==> config.mk <==
export PLATFORM = sky130hd
export DESIGN_NAME = pc_breakpoint_table_core
export DESIGN_NICKNAME = d
export VERILOG_FILES = /design/src/design/pcbt_pkg.sv /design/src/design/pcbt_cell.sv /design/src/design/pc_breakpoint_table_core.sv
export SDC_FILE = /design/constraint.sdc
export NUM_CORES = 1
export LEC_CHECK = 0
export ABC_AREA = 1
export BUFFER_PORTS_ARGS = -buffer_cell sky130_fd_sc_hd__buf_4
export CAP_MARGIN = 30
export CORE_MARGIN = 4
export CORE_UTILIZATION = 25
export DETAILED_ROUTE_END_ITERATION = 16
export GPL_ROUTABILITY_DRIVEN = 0
export PLACE_DENSITY = 0.37
export SETUP_SLACK_MARGIN = 0.4
export SKIP_LAST_GASP = 1
export SYNTH_ARGS = -nofsm -noshare
export SYNTH_HDL_FRONTEND = slang
export SYNTH_SLANG_ARGS = --single-unit
==> constraint.sdc <==
create_clock -name clk -period 4.6 [get_ports clk]
set_clock_uncertainty 0.1 [all_clocks]
set_input_delay 0 -clock clk [delete_from_list [all_inputs] [get_ports clk]]
set_output_delay 0 -clock clk [all_outputs]
set_load 0.03 [all_outputs]
==> src/design/pcbt_pkg.sv <==
// ----------------------------------------------------------------------------
// PC breakpoint table package
// Shared command and status codes, payload structs and cell control struct.
// ----------------------------------------------------------------------------
package pcbt_pkg;

  localparam int MAX_ENTRIES_DEF = 16;
  localparam int ADDR_W          = 12;
  localparam int COUNT_OUT_W     = 5;

  typedef enum logic [1:0] {
    CMD_ADD    = 2'd0,
    CMD_REMOVE = 2'd1,
    CMD_CHECK  = 2'd2,
    CMD_CLEAR  = 2'd3
  } cmd_t;

  typedef enum logic [1:0] {
    ST_DONE      = 2'd0,
    ST_FULL      = 2'd1,
    ST_PRESENT   = 2'd2,
    ST_NOT_FOUND = 2'd3
  } status_t;

  typedef struct packed {
    cmd_t              cmd;
    logic [ADDR_W-1:0] address;
  } in_t;

  typedef struct packed {
    status_t                status;
    logic                   hit;
    logic [COUNT_OUT_W-1:0] entry_count;
  } out_t;

  typedef struct packed {
    logic add_we;
    logic rem_shift;
  } ctl_t;

endpackage

==> src/design/pcbt_cell.sv <==
// ----------------------------------------------------------------------------
// PC breakpoint table cell
// Holds one breakpoint address, compares it with the lookup key and takes
// its right neighbor's address when an entry at or before it is removed.
// ----------------------------------------------------------------------------
module pcbt_cell #(
  parameter int INDEX   = 0,
  parameter int COUNT_W = 5
) (
  input  logic                       clk,
  input  logic [COUNT_W-1:0]         count,
  input  pcbt_pkg::ctl_t             ctl,
  input  logic [pcbt_pkg::ADDR_W-1:0] key,
  input  logic                       match_in,
  input  logic [pcbt_pkg::ADDR_W-1:0] next_addr,
  output logic [pcbt_pkg::ADDR_W-1:0] addr_o,
  output logic                       match_o
);

  logic [pcbt_pkg::ADDR_W-1:0] addr_r;
  logic [pcbt_pkg::ADDR_W-1:0] addr_nxt;
  logic                        valid;
  logic                        here;

  assign valid   = (count > COUNT_W'(INDEX));
  assign here    = valid && (addr_r == key);
  assign match_o = match_in | here;
  assign addr_o  = addr_r;

  always_comb begin
    addr_nxt = addr_r;
    if (ctl.add_we && (count == COUNT_W'(INDEX))) begin
      addr_nxt = key;
    end else if (ctl.rem_shift && match_o) begin
      addr_nxt = next_addr;
    end
  end

  always_ff @(posedge clk) begin
    addr_r <= addr_nxt;
  end

endmodule

==> src/design/pc_breakpoint_table_core.sv <==
// ----------------------------------------------------------------------------
// PC breakpoint table core
// Add, remove, check and clear of program-counter breakpoints held in a row
// of cells in insertion order.
// ----------------------------------------------------------------------------
// Channel  Direction  Payload  Handshake
// in_      input      in_t     in_valid / in_ready
// out_     output     out_t    out_valid / out_ready
//
// Each command's result is registered and appears the cycle after its input
// transfer, and a new item is taken every cycle unless a result is stalled.
// The rate is set by the combinational cell compare chain and output register.
// Reset clears the entry count and the output valid; entries need no clearing.
// While a result is stalled at the output, in_ready stays low.
// ----------------------------------------------------------------------------
module pc_breakpoint_table_core #(
  parameter int MAX_ENTRIES = pcbt_pkg::MAX_ENTRIES_DEF
) (
  input  logic           clk,
  input  logic           rst_n,
  input  logic           in_valid,
  output logic           in_ready,
  input  pcbt_pkg::in_t  in_data,
  output logic           out_valid,
  input  logic           out_ready,
  output pcbt_pkg::out_t out_data
);

  localparam int COUNT_W       = $clog2(MAX_ENTRIES + 1);
  localparam int AW            = pcbt_pkg::ADDR_W;
  localparam int COUNT_OUT_PAD = pcbt_pkg::COUNT_OUT_W;

  logic [COUNT_W-1:0] count_r;
  logic [COUNT_W-1:0] count_nxt;
  logic               out_valid_r;
  logic               out_valid_nxt;
  pcbt_pkg::out_t     out_data_r;
  pcbt_pkg::out_t     out_data_nxt;

  logic                      accept;
  logic                      full;
  logic                      hit;
  pcbt_pkg::ctl_t            ctl;
  logic [MAX_ENTRIES:0]      match_chain;
  logic [AW-1:0]             addrs [MAX_ENTRIES];
  logic [COUNT_W+COUNT_OUT_PAD-1:0] count_ext;

  assign in_ready       = !out_valid_r || out_ready;
  assign accept         = in_valid && in_ready;
  assign full           = (count_r == COUNT_W'(MAX_ENTRIES));
  assign match_chain[0] = 1'b0;
  assign hit            = match_chain[MAX_ENTRIES];

  assign ctl.add_we    = accept && (in_data.cmd == pcbt_pkg::CMD_ADD) && !full && !hit;
  assign ctl.rem_shift = accept && (in_data.cmd == pcbt_pkg::CMD_REMOVE);

  for (genvar i = 0; i < MAX_ENTRIES; i++) begin : g_cell
    logic [AW-1:0] next_addr;
    if (i == MAX_ENTRIES - 1) begin : g_last
      assign next_addr = addrs[i];
    end else begin : g_mid
      assign next_addr = addrs[i+1];
    end
    pcbt_cell #(
      .INDEX   (i),
      .COUNT_W (COUNT_W)
    ) u_cell (
      .clk       (clk),
      .count     (count_r),
      .ctl       (ctl),
      .key       (in_data.address),
      .match_in  (match_chain[i]),
      .next_addr (next_addr),
      .addr_o    (addrs[i]),
      .match_o   (match_chain[i+1])
    );
  end

  always_comb begin
    count_nxt            = count_r;
    out_data_nxt.status  = pcbt_pkg::ST_DONE;
    out_data_nxt.hit     = 1'b0;
    unique case (in_data.cmd)
      pcbt_pkg::CMD_ADD: begin
        if (full) begin
          out_data_nxt.status = pcbt_pkg::ST_FULL;
        end else if (hit) begin
          out_data_nxt.status = pcbt_pkg::ST_PRESENT;
        end else begin
          count_nxt = count_r + COUNT_W'(1);
        end
      end
      pcbt_pkg::CMD_REMOVE: begin
        if (hit) begin
          count_nxt = count_r - COUNT_W'(1);
        end else begin
          out_data_nxt.status = pcbt_pkg::ST_NOT_FOUND;
        end
      end
      pcbt_pkg::CMD_CHECK: begin
        if (hit) begin
          out_data_nxt.hit = 1'b1;
        end else begin
          out_data_nxt.status = pcbt_pkg::ST_NOT_FOUND;
        end
      end
      pcbt_pkg::CMD_CLEAR: begin
        count_nxt = '0;
      end
      default: begin
        count_nxt = count_r;
      end
    endcase
    count_ext                = (COUNT_W + COUNT_OUT_PAD)'(count_nxt);
    out_data_nxt.entry_count = count_ext[pcbt_pkg::COUNT_OUT_W-1:0];
    out_valid_nxt            = accept || (out_valid_r && !out_ready);
  end

  always_ff @(posedge clk) begin
    if (!rst_n) begin
      count_r     <= '0;
      out_valid_r <= 1'b0;
    end else begin
      out_valid_r <= out_valid_nxt;
      if (accept) begin
        count_r <= count_nxt;
      end
    end
  end

  always_ff @(posedge clk) begin
    if (accept) begin
      out_data_r <= out_data_nxt;
    end
  end

  assign out_valid = out_valid_r;
  assign out_data  = out_data_r;

endmodule

==> results.sh <==
export IMPL_status="finished, final reports clean"
export IMPL_rows=79
export IMPL_path_class="reg2reg"
export IMPL_pwr_share_clk_pct=46.7
export IMPL_cp_max_fo=25
export IMPL_pwr_share_seq_pct=44.2
export IMPL_p_leak_uw=0.005617
export IMPL_synth_edf_count=200
export IMPL_postPlaceCellArea_mm2=0.01278
export IMPL_via_count=9142
export IMPL_fp_dieW_um=225.9
export IMPL_cap_viol_max_count=0
export IMPL_die_height_um=225.9
export IMPL_ys_seq_area_share_pct=51.60
export IMPL_fin_nets=1401
export IMPL_combPwrFrac_pct=9.1
export IMPL_vdd_drop_max_mv=0.2402
export IMPL_crit_arrival_ns=4.07
export IMPL_port_buffer_count=27
export IMPL_cp_slowest_cell="dfxtp_4"
export IMPL_wire_per_inst_um=19.29
export IMPL_crit_family="simple AND/OR/NAND/NOR gates"
export IMPL_grt_usage_pct=14.91
export IMPL_syn_area_per_cell_um2=8.926
export IMPL_critPathLaunchType="flip-flop"
export IMPL_io_pins=28
export IMPL_rsz0062_at_grt="true"
export IMPL_tightestPinTransition_ns=0.7636
export IMPL_power_density_mw_per_mm2=334.4
export IMPL_slew_headroom_pct=49.04
export IMPL_cts_sinks=206
export IMPL_dp_hpwl_mm=26.84
export IMPL_worst_path_buf_inv=4
export IMPL_intPower_uw=3545
export IMPL_stdcell_area_mm2=0.01400
export IMPL_slowest_delay_ns=0.41
export IMPL_fin_crit_ns=3.925
export IMPL_cts_buffer_depth=3
export IMPL_antenna_left=0
export IMPL_htreeDepth=1
export IMPL_yosysTopAreaCellShare_pct=50.59
export IMPL_vias_per_cell=4.573
export IMPL_setup_viol=0
export IMPL_maxSlewViolCount=0
export IMPL_first_pass_iters=5
export IMPL_antenna_found_initial=0
export IMPL_setup_tns_ns=0
export IMPL_endpoint_kind="flip-flop"
export IMPL_detail_route_iter0_violations=662
export IMPL_grt_overflow=0
export IMPL_ys_top_cells_by_area="edfxtp_1, nand2_1, xnor2_1"
export IMPL_root_buffer="clkbuf_16"
export IMPL_syn_area_mm2=0.01187
export IMPL_clk_pin_slew_worst_paths_ns=0.06
export IMPL_ys_types=43
export IMPL_crit_chain="inv_8 > ha_2 > nand3_1 > nand3_1 > nor2_1 > nand2_1 > nand2_1 > nor2_4 > nand4_2 > nor2_4 > nand4_1 > nor2_2 > nand4_1 > nor2_2 > nand2_4 > nor2_8 > buf_12 > nand4_4 > buf_4 > o21ai_2 > buf_6"
export IMPL_finalCoreUtilization_pct=29.94
export IMPL_ys_warnings_count=0
export IMPL_worst_skew_pair_late_latency_ns=0.54
export IMPL_core_area_mm2=0.04675
export IMPL_synth_top_area_cell="edfxtp_1"
export IMPL_p_switching_uw=1136
export IMPL_route_final_wire_length_mm=38.55
export IMPL_synth_commonest_cells="nand2_1, edfxtp_1, o21ai_0"
export IMPL_drcViolationCount=0
export IMPL_die_area_mm2=0.05104
export IMPL_numCtsBuffers=27
export IMPL_grt_pass1_wl_mm=57.73
export IMPL_cts_tree="done"
export IMPL_antenna_cells=0
export IMPL_grt_pass1_vias=8931
export IMPL_timing_final_crit_share_pct=85.33
export IMPL_synth_most_common_cell="nand2_1"
export IMPL_grt_max_degree=26
export IMPL_start_util_pct=25.39
export IMPL_required_ns=4.74
export IMPL_syn_num_nets=1359
export IMPL_area_growth_pct=17.90
export IMPL_synth_main_ff_cell="edfxtp_1"
export IMPL_async_flop_share_pct=0
export IMPL_synthCells=1330
export IMPL_p_sw_share_pct=24.27
export IMPL_post_route_cells_drive_above_1_share_pct=13.15
export IMPL_hold_viol=0
export IMPL_hp_class="in2reg"
export IMPL_ys_ff_latch=206
export IMPL_max_freq_ghz=0.2548
[worst reg2reg max path, cell delays in order (launching register included)]
cell     delay [ns]
dfxtp_4        0.41
inv_8          0.13
ha_2           0.23
nand3_1        0.09
nand3_1        0.09
nor2_1         0.05
nand2_1        0.07
nand2_1        0.10
nor2_4         0.14
nand4_2        0.14
nor2_4         0.13
nand4_1        0.17
nor2_2         0.20
nand4_1        0.22
nor2_2         0.21
nand2_4        0.15
nor2_8         0.17
buf_12         0.16
nand4_4        0.08
buf_4          0.23
o21ai_2        0.16
buf_6          0.19
[state kept, by name (all words and copies together) (netlist names)]
register,cells
g_cell.u_cell.addr_o,192
out_data,8
count_r,5
out_valid,1
[worst paths after layout]
path	start	endpoint	slack, ns	cells after the start
hold reg to reg	g_cell[4].u_cell.addr_o[11]$_DFFE_PP_	g_cell[3].u_cell.addr_o[11]$_DFFE_PP_	0.47	2
setup reg to reg	count_r[0]$_SDFFE_PN0P_	g_cell[6].u_cell.addr_o[8]$_DFFE_PP_	0.67	21
hold / removal	out_ready	out_valid$_SDFF_PN0_	0.22	5
setup / recovery	count_r[0]$_SDFFE_PN0P_	g_cell[6].u_cell.addr_o[8]$_DFFE_PP_	0.67	21
[cells in the final DEF, fill, tap and decap left out, drive strengths merged, types with 6 or more instances in the layout]
cell	netlist	final
a21oi	12	12
buf	44	76
clkbuf	37	34
clkinv	3	11
dfxtp	6	6
dlygate4sd3	0	17
edfxtp	200	200
ha	11	11
inv	83	84
nand2	398	398
nand3	44	44
nand4	37	38
nor2	71	71
nor3	14	14
nor4	11	11
o21ai	196	196
or2	27	27
xnor2	66	66
xor2	53	53
[per-stage QoR]
step	cells	power [uW]	worst slack (ns)	hold slack, ns
floorplan	1330	2358	0.8824	-0.001131
finish	1999	4681	0.6747	0.2175
detailed placement	1929	2517	0.1589	0.1742
CTS	1997	4755	0.4859	0.1846
global route	1999	4866	0.3731	0.2244
global placement	1929	2520	0.2702	0.1705
[power groups by stage]
stage / Combinational [uW] / Sequential [uW] / Clock [uW]
floorplan: 244 / 2110 / 0
global placement: 416 / 2100 / 0
detailed placement: 413 / 2100 / 0
CTS: 429 / 2070 / 2260
global route: 469 / 2070 / 2330
finish: 426 / 2070 / 2190
[final cells by class]
cell class / instances / area, um2
Inverter: 86 / 335.3
Multi-Input combinational cell: 958 / 5091
Fill cell: 4965 / 32760
Tap cell: 607 / 759.5
Clock inverter: 15 / 201.4
Timing Repair Buffer: 93 / 777.0
Sequential cell: 206 / 6130
Clock buffer: 34 / 701.9
[repair_timing]
item                                   CTS  global route
setup endpoints to repair              159           220
gates resized for setup                  4            23
hold buffers                            17             0
cloned                                   0             2
pin swaps                                1             2
endpoints found under the hold margin   22             0
setup buffers                            2             0
[layer usage]
layer	GRT usage (%)	part of all wire (%)	routed length [um]
met2	24.79	47	18160
met5	0	0	0
met1	21.07	48	18390
met3	1.729	3.7	1443
met4	3.043	1.5	566
[kinds of logic (layout without fill, tap and decap cells)]
kind of cell / after synthesis / after routing / share of synthesized area, %
compound gates: 220 / 220 / 9.549
xor+xnor: 119 / 119 / 8.780
flops: 206 / 206 / 51.60
simple gates: 607 / 608 / 22.82
fa+ha+maj: 11 / 11 / 1.159
buf+inv: 167 / 228 / 6.092
(Power assumes the default switching activity.)
